### config.mk
export PLATFORM = sky130hd
export DESIGN_NAME = hid_report_change_events_unit
export DESIGN_NICKNAME = d
export VERILOG_FILES = /design/src/design/hrce_pkg.sv /design/src/design/hrce_front.sv /design/src/design/hrce_job_fifo.sv /design/src/design/hrce_back.sv /design/src/design/hid_report_change_events_unit.sv
export VERILOG_INCLUDE_DIRS = /design/src /design/src/design
export SDC_FILE = /design/constraint.sdc
export NUM_CORES = 1
export LEC_CHECK = 0
export CAP_MARGIN = 20
export CELL_PAD_IN_SITES_DETAIL_PLACEMENT = 1
export CELL_PAD_IN_SITES_GLOBAL_PLACEMENT = 1
export CORE_MARGIN = 2
export CORE_UTILIZATION = 27
export DETAILED_ROUTE_END_ITERATION = 8
export DONT_BUFFER_PORTS = 1
export PLACE_DENSITY_LB_ADDON = 0.1
export SLEW_MARGIN = 20
export SYNTH_ARGS = -nofsm -noshare
export SYNTH_HDL_FRONTEND = slang
export SYNTH_SLANG_ARGS = --single-unit
### constraint.sdc
create_clock -name clk_i -period 19.89 [get_ports clk_i]
set_input_delay 2.9835 -clock clk_i [delete_from_list [all_inputs] [get_ports clk_i]]
set_output_delay 2.9835 -clock clk_i [all_outputs]
set_load 0.005 [all_outputs]
### src/design/assert_macros.svh
// Assertion macros shared by the change event unit.
// Each macro samples on clk_i and is disabled while rst_ni is low.
`ifndef ASSERT_MACROS_SVH
`define ASSERT_MACROS_SVH

// Property that must hold at every clock edge out of reset.
`define HRCE_ASSERT(label, prop, msg) \
  label: assert property (@(posedge clk_i) disable iff (!rst_ni) prop) else $error(msg);

// Condition that must never be seen at a clock edge out of reset.
`define HRCE_ASSERT_NEVER(label, cond, msg) \
  label: assert property (@(posedge clk_i) disable iff (!rst_ni) !(cond)) else $error(msg);

`endif

### src/design/hrce_pkg.sv
// Shared types and constants of the report change event unit.
// Depends on nothing; used by the front, the job queue, the back and the top level.
package hrce_pkg;

  localparam int ReportLen  = 14;
  localparam int HalfLen    = 8;
  localparam int ButtonBits = 34;

  // Event kinds as they appear on the output.
  typedef enum logic [2:0] {
    KindAxes    = 3'd0,
    KindHat     = 3'd1,
    KindBtnDown = 3'd2,
    KindBtnUp   = 3'd3,
    KindMouse   = 3'd4
  } hrce_kind_e;

  // One packet part as it arrives.
  typedef struct packed {
    logic [3:0]      byte_count;
    logic [7:0][7:0] bytes;
  } hrce_part_t;

  // Everything the back needs to emit the events of one evaluation.
  typedef struct packed {
    logic                  axes_chg;
    logic [10:0]           axis_x;
    logic [10:0]           axis_y;
    logic [9:0]            axis_rz;
    logic [7:0]            axis_z;
    logic [7:0]            axis_rx;
    logic [7:0]            axis_ry;
    logic [7:0]            axis_slider;
    logic                  hat_chg;
    logic [3:0]            hat;
    logic [ButtonBits-1:0] btn_chg;
    logic [ButtonBits-1:0] btn_val;
    logic                  mouse_chg;
    logic [7:0]            mouse;
  } hrce_job_t;

endpackage

### src/design/hrce_front.sv
// Front of the change event unit: stores report halves and classifies changes.
// Depends on hrce_pkg and assert_macros.svh; feeds jobs to hrce_job_fifo.
`include "assert_macros.svh"

module hrce_front #(
  parameter int BUTTON_COUNT = 34
) (
  input  logic                clk_i,
  input  logic                rst_ni,
  input  logic                in_valid_i,
  output logic                in_stall_o,
  input  hrce_pkg::hrce_part_t part_i,
  input  logic                fifo_full_i,
  output logic                push_o,
  output hrce_pkg::hrce_job_t job_o
);
  import hrce_pkg::*;

  localparam logic [ButtonBits-1:0] BtnEnMask =
    ButtonBits'((35'd1 << BUTTON_COUNT) - 35'd1);

  logic [ReportLen-1:0][7:0] rpt_q, rpt_d;
  logic [ReportLen-1:0][7:0] merged;
  logic [63:0]               prev_axes_q, prev_axes_d;
  logic [3:0]                prev_hat_q, prev_hat_d;
  logic [ButtonBits-1:0]     prev_btn_q, prev_btn_d;
  logic [7:0]                prev_mouse_q, prev_mouse_d;
  logic [3:0]                cnt_sat;
  logic                      first_half;
  logic                      accept;
  logic [63:0]               axes_now;
  logic [ButtonBits-1:0]     buttons;
  logic                      any_event;

  assign in_stall_o = fifo_full_i;
  assign accept     = in_valid_i && !in_stall_o;

  // Saturate the count and merge a second part into bytes 8 onward.
  always_comb begin
    cnt_sat    = (part_i.byte_count > 4'(HalfLen)) ? 4'(HalfLen) : part_i.byte_count;
    first_half = (cnt_sat == 4'(HalfLen));
    merged     = rpt_q;
    for (int j = 0; j < ReportLen - HalfLen; j++) begin
      if (4'(j) < cnt_sat) begin
        merged[HalfLen + j] = part_i.bytes[j];
      end
    end
  end

  // Compare the merged report against the remembered values.
  always_comb begin
    axes_now = rpt_q[HalfLen-1:0];
    buttons  = {merged[12][1:0], merged[11], merged[10], merged[9], merged[8]};

    job_o.axes_chg    = (axes_now != prev_axes_q);
    job_o.axis_x      = {rpt_q[1][2:0], rpt_q[0]};
    job_o.axis_y      = {rpt_q[2][5:0], rpt_q[1][7:3]};
    job_o.axis_rz     = {rpt_q[3], rpt_q[2][7:6]};
    job_o.axis_z      = rpt_q[4];
    job_o.axis_rx     = rpt_q[5];
    job_o.axis_ry     = rpt_q[6];
    job_o.axis_slider = rpt_q[7];
    job_o.hat         = merged[12][7:4];
    job_o.hat_chg     = (merged[12][7:4] != prev_hat_q);
    job_o.btn_chg     = (buttons ^ prev_btn_q) & BtnEnMask;
    job_o.btn_val     = buttons;
    job_o.mouse       = merged[13];
    job_o.mouse_chg   = (merged[13] != prev_mouse_q);

    any_event = job_o.axes_chg || job_o.hat_chg || (|job_o.btn_chg) || job_o.mouse_chg;
    push_o    = accept && !first_half && any_event;
  end

  // Next state of the report and the remembered values.
  always_comb begin
    rpt_d        = rpt_q;
    prev_axes_d  = prev_axes_q;
    prev_hat_d   = prev_hat_q;
    prev_btn_d   = prev_btn_q;
    prev_mouse_d = prev_mouse_q;
    if (accept) begin
      if (first_half) begin
        rpt_d[HalfLen-1:0] = part_i.bytes;
      end else begin
        rpt_d        = merged;
        prev_axes_d  = axes_now;
        prev_hat_d   = merged[12][7:4];
        prev_btn_d   = buttons;
        prev_mouse_d = merged[13];
      end
    end
  end

  always_ff @(posedge clk_i or negedge rst_ni) begin
    if (!rst_ni) begin
      rpt_q        <= '0;
      prev_axes_q  <= '0;
      prev_hat_q   <= '0;
      prev_btn_q   <= '0;
      prev_mouse_q <= '0;
    end else begin
      rpt_q        <= rpt_d;
      prev_axes_q  <= prev_axes_d;
      prev_hat_q   <= prev_hat_d;
      prev_btn_q   <= prev_btn_d;
      prev_mouse_q <= prev_mouse_d;
    end
  end

  // After an evaluation the remembered hat follows the stored report.
  `HRCE_ASSERT(a_hat_tracks_report, (accept && !first_half) |=> (prev_hat_q == rpt_q[12][7:4]), "hat memory does not follow report")

endmodule

### src/design/hrce_job_fifo.sv
// Short job queue between the front and the back of the change event unit.
// Depends on hrce_pkg and assert_macros.svh.
`include "assert_macros.svh"

module hrce_job_fifo #(
  parameter int Depth = 2
) (
  input  logic                clk_i,
  input  logic                rst_ni,
  input  logic                push_i,
  input  hrce_pkg::hrce_job_t data_i,
  output logic                full_o,
  input  logic                pop_i,
  output logic                empty_o,
  output hrce_pkg::hrce_job_t data_o
);
  import hrce_pkg::*;

  localparam int PtrW = $clog2(Depth);
  localparam int CntW = $clog2(Depth + 1);

  hrce_job_t       mem_q [Depth];
  logic [PtrW-1:0] wr_ptr_q, wr_ptr_d;
  logic [PtrW-1:0] rd_ptr_q, rd_ptr_d;
  logic [CntW-1:0] count_q, count_d;
  logic            do_push, do_pop;

  assign full_o  = (count_q == CntW'(Depth));
  assign empty_o = (count_q == '0);
  assign data_o  = mem_q[rd_ptr_q];
  assign do_push = push_i && !full_o;
  assign do_pop  = pop_i && !empty_o;

  // Pointer and fill count update.
  always_comb begin
    wr_ptr_d = wr_ptr_q;
    rd_ptr_d = rd_ptr_q;
    count_d  = count_q;
    if (do_push) begin
      wr_ptr_d = (wr_ptr_q == PtrW'(Depth - 1)) ? '0 : wr_ptr_q + 1'b1;
    end
    if (do_pop) begin
      rd_ptr_d = (rd_ptr_q == PtrW'(Depth - 1)) ? '0 : rd_ptr_q + 1'b1;
    end
    if (do_push && !do_pop) begin
      count_d = count_q + 1'b1;
    end else if (do_pop && !do_push) begin
      count_d = count_q - 1'b1;
    end
  end

  always_ff @(posedge clk_i or negedge rst_ni) begin
    if (!rst_ni) begin
      wr_ptr_q <= '0;
      rd_ptr_q <= '0;
      count_q  <= '0;
    end else begin
      wr_ptr_q <= wr_ptr_d;
      rd_ptr_q <= rd_ptr_d;
      count_q  <= count_d;
    end
  end

  // Storage needs no reset.
  always_ff @(posedge clk_i) begin
    if (do_push) begin
      mem_q[wr_ptr_q] <= data_i;
    end
  end

  `HRCE_ASSERT(a_count_bounded, (count_q <= CntW'(Depth)), "job queue count above depth")

endmodule

### src/design/hrce_back.sv
// Back of the change event unit: turns one job into a run of serialized events.
// Depends on hrce_pkg and assert_macros.svh; takes jobs from hrce_job_fifo.
`include "assert_macros.svh"

module hrce_back (
  input  logic                clk_i,
  input  logic                rst_ni,
  input  logic                empty_i,
  input  hrce_pkg::hrce_job_t job_i,
  output logic                pop_o,
  output logic                out_valid_o,
  input  logic                out_stall_i,
  output logic [2:0]          event_kind_o,
  output logic [10:0]         axis_x_o,
  output logic [10:0]         axis_y_o,
  output logic [9:0]          axis_rz_o,
  output logic [7:0]          axis_z_o,
  output logic [7:0]          axis_rx_o,
  output logic [7:0]          axis_ry_o,
  output logic [7:0]          axis_slider_o,
  output logic [7:0]          event_code_o,
  output logic                last_of_run_o
);
  import hrce_pkg::*;

  typedef enum logic {
    StIdle,
    StRun
  } state_e;

  state_e                state_q, state_d;
  hrce_job_t             job_q, job_d;
  logic                  out_valid_q, out_valid_d;
  hrce_kind_e            kind_q, kind_d;
  logic [10:0]           ax_x_q, ax_x_d, ax_y_q, ax_y_d;
  logic [9:0]            ax_rz_q, ax_rz_d;
  logic [7:0]            ax_z_q, ax_z_d, ax_rx_q, ax_rx_d;
  logic [7:0]            ax_ry_q, ax_ry_d, ax_sl_q, ax_sl_d;
  logic [7:0]            code_q, code_d;
  logic                  last_q, last_d;
  logic                  can_emit;
  logic [ButtonBits-1:0] btn_low, btn_rest;
  logic [7:0]            btn_idx;

  assign can_emit = !out_valid_q || !out_stall_i;
  assign pop_o    = (state_q == StIdle) && !empty_i;

  // Lowest pending button, its index and the mask without it.
  always_comb begin
    btn_low  = job_q.btn_chg & (~job_q.btn_chg + ButtonBits'(1));
    btn_rest = job_q.btn_chg & (job_q.btn_chg - ButtonBits'(1));
    btn_idx  = '0;
    for (int i = 0; i < ButtonBits; i++) begin
      if (btn_low[i]) begin
        btn_idx = btn_idx | 8'(i);
      end
    end
  end

  // Pick the next event in the order axes, hat, buttons, mouse and load it into the output register.
  always_comb begin
    state_d     = state_q;
    job_d       = job_q;
    out_valid_d = out_valid_q;
    kind_d      = kind_q;
    ax_x_d      = ax_x_q;
    ax_y_d      = ax_y_q;
    ax_rz_d     = ax_rz_q;
    ax_z_d      = ax_z_q;
    ax_rx_d     = ax_rx_q;
    ax_ry_d     = ax_ry_q;
    ax_sl_d     = ax_sl_q;
    code_d      = code_q;
    last_d      = last_q;

    if (out_valid_q && !out_stall_i) begin
      out_valid_d = 1'b0;
    end

    unique case (state_q)
      StIdle: begin
        if (!empty_i) begin
          job_d   = job_i;
          state_d = StRun;
        end
      end
      StRun: begin
        if (can_emit) begin
          out_valid_d = 1'b1;
          ax_x_d      = '0;
          ax_y_d      = '0;
          ax_rz_d     = '0;
          ax_z_d      = '0;
          ax_rx_d     = '0;
          ax_ry_d     = '0;
          ax_sl_d     = '0;
          code_d      = '0;
          priority if (job_q.axes_chg) begin
            kind_d         = KindAxes;
            ax_x_d         = job_q.axis_x;
            ax_y_d         = job_q.axis_y;
            ax_rz_d        = job_q.axis_rz;
            ax_z_d         = job_q.axis_z;
            ax_rx_d        = job_q.axis_rx;
            ax_ry_d        = job_q.axis_ry;
            ax_sl_d        = job_q.axis_slider;
            job_d.axes_chg = 1'b0;
          end else if (job_q.hat_chg) begin
            kind_d        = KindHat;
            code_d        = {4'd0, job_q.hat};
            job_d.hat_chg = 1'b0;
          end else if (|job_q.btn_chg) begin
            kind_d        = (|(job_q.btn_val & btn_low)) ? KindBtnDown : KindBtnUp;
            code_d        = btn_idx;
            job_d.btn_chg = btn_rest;
          end else begin
            kind_d          = KindMouse;
            code_d          = job_q.mouse;
            job_d.mouse_chg = 1'b0;
          end
          last_d = !(job_d.axes_chg || job_d.hat_chg || (|job_d.btn_chg) ||
                     job_d.mouse_chg);
          if (last_d) begin
            state_d = StIdle;
          end
        end
      end
      default: state_d = StIdle;
    endcase
  end

  always_ff @(posedge clk_i or negedge rst_ni) begin
    if (!rst_ni) begin
      state_q     <= StIdle;
      out_valid_q <= 1'b0;
      job_q       <= '0;
      kind_q      <= KindAxes;
      ax_x_q      <= '0;
      ax_y_q      <= '0;
      ax_rz_q     <= '0;
      ax_z_q      <= '0;
      ax_rx_q     <= '0;
      ax_ry_q     <= '0;
      ax_sl_q     <= '0;
      code_q      <= '0;
      last_q      <= 1'b0;
    end else begin
      state_q     <= state_d;
      out_valid_q <= out_valid_d;
      job_q       <= job_d;
      kind_q      <= kind_d;
      ax_x_q      <= ax_x_d;
      ax_y_q      <= ax_y_d;
      ax_rz_q     <= ax_rz_d;
      ax_z_q      <= ax_z_d;
      ax_rx_q     <= ax_rx_d;
      ax_ry_q     <= ax_ry_d;
      ax_sl_q     <= ax_sl_d;
      code_q      <= code_d;
      last_q      <= last_d;
    end
  end

  assign out_valid_o   = out_valid_q;
  assign event_kind_o  = kind_q;
  assign axis_x_o      = ax_x_q;
  assign axis_y_o      = ax_y_q;
  assign axis_rz_o     = ax_rz_q;
  assign axis_z_o      = ax_z_q;
  assign axis_rx_o     = ax_rx_q;
  assign axis_ry_o     = ax_ry_q;
  assign axis_slider_o = ax_sl_q;
  assign event_code_o  = code_q;
  assign last_of_run_o = last_q;

  // A shown event that is not the last of its run leaves the job in progress.
  `HRCE_ASSERT(a_run_continues, ((out_valid_q && !last_q) |-> (state_q == StRun)), "run ended without a last event")

endmodule

### src/design/hid_report_change_events_unit.sv
// Top level of the joystick report change event unit.
// Depends on hrce_pkg, hrce_front, hrce_job_fifo and hrce_back.
//
// Usage: packet parts enter on the input channel (in_valid_i / in_stall_o)
// with byte_count_i and part_byte_0_i..part_byte_7_i. A part of eight bytes
// (or a count above eight) is stored as the first report half and causes no
// events. A shorter part fills bytes 8 onward, up to 13, and starts an evaluation.
// Events leave on the output channel (out_valid_o / out_stall_i) in the order
// axes, hat, buttons in ascending index, mouse; last_of_run_o marks the final
// event of an evaluation. An evaluation with no change gives no events.
// A part's first event passes the job queue, job register and output register.
// Throughput: the back emits one event per cycle while the output is not
// stalled, and it loads each job in its idle state, where it emits no event. The
// front takes one part per cycle while the job queue (JOB_DEPTH entries) has
// room; it stalls when the queue is full.
// A stalled output holds its event; the back waits and the queue fills.
// Reset clears the stored report and all remembered values to zero at once.
module hid_report_change_events_unit #(
  parameter int BUTTON_COUNT = 34,
  parameter int JOB_DEPTH    = 2
) (
  input  logic        clk_i,
  input  logic        rst_ni,
  input  logic        in_valid_i,
  output logic        in_stall_o,
  input  logic [3:0]  byte_count_i,
  input  logic [7:0]  part_byte_0_i,
  input  logic [7:0]  part_byte_1_i,
  input  logic [7:0]  part_byte_2_i,
  input  logic [7:0]  part_byte_3_i,
  input  logic [7:0]  part_byte_4_i,
  input  logic [7:0]  part_byte_5_i,
  input  logic [7:0]  part_byte_6_i,
  input  logic [7:0]  part_byte_7_i,
  output logic        out_valid_o,
  input  logic        out_stall_i,
  output logic [2:0]  event_kind_o,
  output logic [10:0] axis_x_o,
  output logic [10:0] axis_y_o,
  output logic [9:0]  axis_rz_o,
  output logic [7:0]  axis_z_o,
  output logic [7:0]  axis_rx_o,
  output logic [7:0]  axis_ry_o,
  output logic [7:0]  axis_slider_o,
  output logic [7:0]  event_code_o,
  output logic        last_of_run_o
);
  import hrce_pkg::*;

  hrce_part_t part;
  hrce_job_t  push_job;
  hrce_job_t  pop_job;
  logic       push;
  logic       pop;
  logic       fifo_full;
  logic       fifo_empty;

  // Gather the part bytes, byte 0 in the lowest lane.
  assign part.byte_count = byte_count_i;
  assign part.bytes      = {part_byte_7_i, part_byte_6_i, part_byte_5_i, part_byte_4_i,
                            part_byte_3_i, part_byte_2_i, part_byte_1_i, part_byte_0_i};

  hrce_front #(
    .BUTTON_COUNT(BUTTON_COUNT)
  ) u_front (
    .clk_i      (clk_i),
    .rst_ni     (rst_ni),
    .in_valid_i (in_valid_i),
    .in_stall_o (in_stall_o),
    .part_i     (part),
    .fifo_full_i(fifo_full),
    .push_o     (push),
    .job_o      (push_job)
  );

  hrce_job_fifo #(
    .Depth(JOB_DEPTH)
  ) u_job_fifo (
    .clk_i  (clk_i),
    .rst_ni (rst_ni),
    .push_i (push),
    .data_i (push_job),
    .full_o (fifo_full),
    .pop_i  (pop),
    .empty_o(fifo_empty),
    .data_o (pop_job)
  );

  hrce_back u_back (
    .clk_i        (clk_i),
    .rst_ni       (rst_ni),
    .empty_i      (fifo_empty),
    .job_i        (pop_job),
    .pop_o        (pop),
    .out_valid_o  (out_valid_o),
    .out_stall_i  (out_stall_i),
    .event_kind_o (event_kind_o),
    .axis_x_o     (axis_x_o),
    .axis_y_o     (axis_y_o),
    .axis_rz_o    (axis_rz_o),
    .axis_z_o     (axis_z_o),
    .axis_rx_o    (axis_rx_o),
    .axis_ry_o    (axis_ry_o),
    .axis_slider_o(axis_slider_o),
    .event_code_o (event_code_o),
    .last_of_run_o(last_of_run_o)
  );

endmodule
==> results.tsv <==
stage	metric	value	unit
sta	final setup violation count	0	
min_path	Hold Path Class	flip-flop to flip-flop	
pwr	Pwr Density	131	nW/um2
logic_synthesis	Post-Syn Instances	2202	
clocking	# Post-CTS Setup Buffers	0	
logic_synthesis	Synth warnings	0	
logic_synthesis	syn_nets	2275	
clocking	CTS tree	built	
layout	Layout area overhead	14.4	%
logic_synthesis	mux cell area share after synthesis	13.5	%
logic_synthesis	post-synth cell types	80	
floorplanning	die area	110000	um2
logic_synthesis	syn_area_per_cell	13.1	um2
placed_design	DP HPWL	61200	um
floorplanning	Initial Util	27.1	%
logic_synthesis	flip-flop and latch count after synthesis	697	
clocking	clock tree sinks	697	
flow_run	maxcap violations	0	
sta	final hold vios	0	
detailed_routing	DR vias/cell	4.79	
placed_design	Placement Cell Area	30400	um2
grt	GRT overflow	0	
clocking	H-tree depth	3	
sta	Worst Skew	0.0341	ns
pwr	leakage power	12.5	nW
worst_setup_path	CP arrival	6.62	ns
sta	max-slew violations	0	
detailed_routing	DR vias	17600	
floorplanning	core area	107000	um2
layout	commonest cells after routing, fill and taps aside	401 x dfrtp_1, 294 x edfxtp_1, 285 x nand2_1	
sta	RSZ-0062 raised after global routing	false	
worst_setup_path	critical path data required time	20.15	ns
detailed_routing	routed wire length	89900	um
logic_synthesis	fraction of registers with async set/reset	57.8	%
clocking	number of gates resized after CTS	0	
grt	initial antenna violation count	7	
detailed_routing	TritonRoute pass-1 iters	5	
grt	GRT Overall Usage	16.5	%
status	outcome	finished clean	
logic_synthesis	Post-synth EDFFs	294	
clocking	Worst-path clk slew	0.06	ns
floorplanning	Chip Width	331	um
sta	minimum clock period	6.36	ns
placed_design	Port Buffers	0	
grt	largest net degree at the start of global routing	404	
detailed_routing	DRC errors left	0	
sta	Post-Route Setup TNS	0	ns
floorplanning	die height	331	um
placed_design	Placer Congestion	0.823	
layout	commonest non-fill, non-tap cell in the layout	dfrtp_1	
logic_synthesis	post-synthesis xor/xnor area fraction	3.48	%
worst_setup_path	crit start category	primary input	
worst_setup_path	Slowest Stage Delay on Critical Path	0.73	ns
worst_setup_path	Crit. End Element	flip-flop	
detailed_routing	post-route ant nets	0	
worst_setup_path	critical path type	primary input to flip-flop	
clocking	Worst-Skew Late Latency	0.65	ns
worst_setup_path	crit-path most repeated cell	buf_4	
layout	share of layout cells above drive strength 1	17.7	%
logic_synthesis	Simple-Gate Fraction of Synth Area	9.13	%
pwr	VDD IR max	0.0890	mV
clocking	clock root buffer	clkbuf_16	
detailed_routing	Initial DRC Count	986	
worst_setup_path	CP Cell Sequence	nor4_4 -> buf_4 -> a41oi_1 -> nor4_1 -> nand2_1 -> o31a_1 -> and2_4 -> buf_4 -> buf_4	
logic_synthesis	Synth Flop Type	dfrtp_1	
layout	Sequential Area	18900	um2
grt	vias in the first global route	18900	
sta	Highest Clock Rate	0.157	GHz
layout	Final Cell Area	33100	um2
worst_setup_path	slowest CP cell	buf_4	
logic_synthesis	largest family of logic cells by synthesized area	multiplexers	
logic_synthesis	post-synthesis sequential area ratio	65.4	%
clocking	CTS Buf Count	84	
grt	first-pass GRT wire length	134000	um
worst_setup_path	Crit Path Max Fanout	52	
logic_synthesis	complex-gate fraction of the synthesized area	6.42	%
sta	relative slew slack	3.39	%
clocking	Clock Path Buffers	3	
detailed_routing	drt wl/cell	24.5	um
floorplanning	# rows	120	
clocking	Hold Buf Count CTS	0	
floorplanning	I/O pin count	150	
layout	nets	2264	
sta	worst slew pin tran	1.45	ns
layout	multi-input logic area	9480	um2
logic_synthesis	post-synthesis adder-cell area fraction	0.0433	%
logic_synthesis	Mapped Area	28900	um2
layout	fill count	11300	
sta	Tcrit/Tclk final	32.0	%
-- cell families after synthesis --
family | count (synthesis)
compound gates | 319
flops | 697
xor+xnor | 115
fa+ha+maj | 1
mux | 361
buf+inv | 143
simple gates | 566
-- critical path, delay by kind of cell --
family	cells	cell delay (ns)
AOI/OAI and AO/OA	2	0.90
buffers and inverters	3	1.67
and+or+nand+nor	4	0.89
-- synthesized netlist by cell type, types with 8 or more instances --
cell type    n  area share, %
edfxtp_1   294             31
nor3_1      18           0.31
nand3_1     83            1.4
o21ai_0    169            2.9
nor4_1      18           0.39
mux2i_1    141            4.9
nand2_1    286            3.7
clkbuf_1   100            1.3
a31oi_1     12           0.26
inv_1       18           0.23
mux2_2     220            8.6
a211oi_1     8           0.21
xor2_1      11           0.33
o22ai_1     14           0.30
a21oi_1     46           0.80
dfrtp_1    403             35
o21ai_1     14           0.24
nand4_1     25           0.54
buf_2        8           0.14
nor2_1      81            1.1
buf_1       10           0.13
xnor2_1    104            3.2
-- registers in the layout, summed over array words and instances, names as in the netlist, 2 cells and up --
register              flops
u_back.axis_slider_o      8
u_back.job_q            147
u_back.event_kind_o       3
u_front.prev_btn_q       33
u_back.axis_ry_o          8
u_back.axis_z_o           8
u_back.axis_rz_o         10
u_front.job_o            64
u_back.axis_rx_o          8
u_front.prev_axes_q      64
u_job_fifo.mem_q        294
u_job_fifo.count_q        2
u_back.axis_y_o          11
u_front.prev_hat_q        4
u_front.prev_mouse_q      8
u_back.axis_x_o          11
u_back.event_code_o       8
-- layout make-up --
cell class / count / area share (%)
multi-input cells: 1362 / 28.7
well taps: 1403 / 5.31
inverters: 18 / 0.204
diodes: 4 / 0.0303
clock inverters: 35 / 0.946
clock buffers: 119 / 6.99
repair buffers: 28 / 0.673
flip-flops and latches: 697 / 57.2
-- through the flow --
stage	instances	hold slack [ns]	total power, mW	setup slack, ns	utilization (%)
after global routing	3662	0.509	4.57	13.31	31.0
after floorplan	2202	0.442	2.56	8.71	-
after CTS	3662	0.488	4.43	13.46	31.0
after detailed placement	3508	0.475	2.92	12.77	28.6
final	3666	0.483	4.34	13.53	31.0
after global placement	3508	0.473	2.89	12.75	28.6
-- power by group --
group | internal (mW) | leakage, nW | switching [mW]
Sequential | 1.86 | 7.84 | 0.302
Clock | 0.864 | 1.28 | 0.613
Combinational | 0.341 | 3.35 | 0.360
-- final timing paths --
check                                                endpoint  slack [ns]                      startpoint  cells past startpoint
min reg2reg                     u_back.job_q[140]$_DFFE_PN0P_        0.48   u_back.job_q[140]$_DFFE_PN0P_                      2
max                        u_job_fifo.mem_q[1][116]$_DFFE_PP_       13.53                 byte_count_i[2]                      9
max reg2reg                u_job_fifo.mem_q[1][116]$_DFFE_PP_       15.36  u_front.job_o[131]$_DFFE_PN0P_                      8
min                             u_back.job_q[140]$_DFFE_PN0P_        0.48   u_back.job_q[140]$_DFFE_PN0P_                      2
min in group asynchronous      u_back.axis_x_o[5]$_DFFE_PN0P_        2.06                          rst_ni                      0
max in group asynchronous       u_back.job_q[146]$_DFFE_PN0P_       16.63                          rst_ni                      0
-- routing by layer --
metal  vias up  part of all wire, %  GRT usage (%)
li1       7963                    -              -
met1      9153                   45           21.7
met2       309                   47           26.4
met3       125                  5.7           4.51
met4         2                  2.9           5.16
met5         -               0.0089              0
Power figures use the tool's default switching activity.
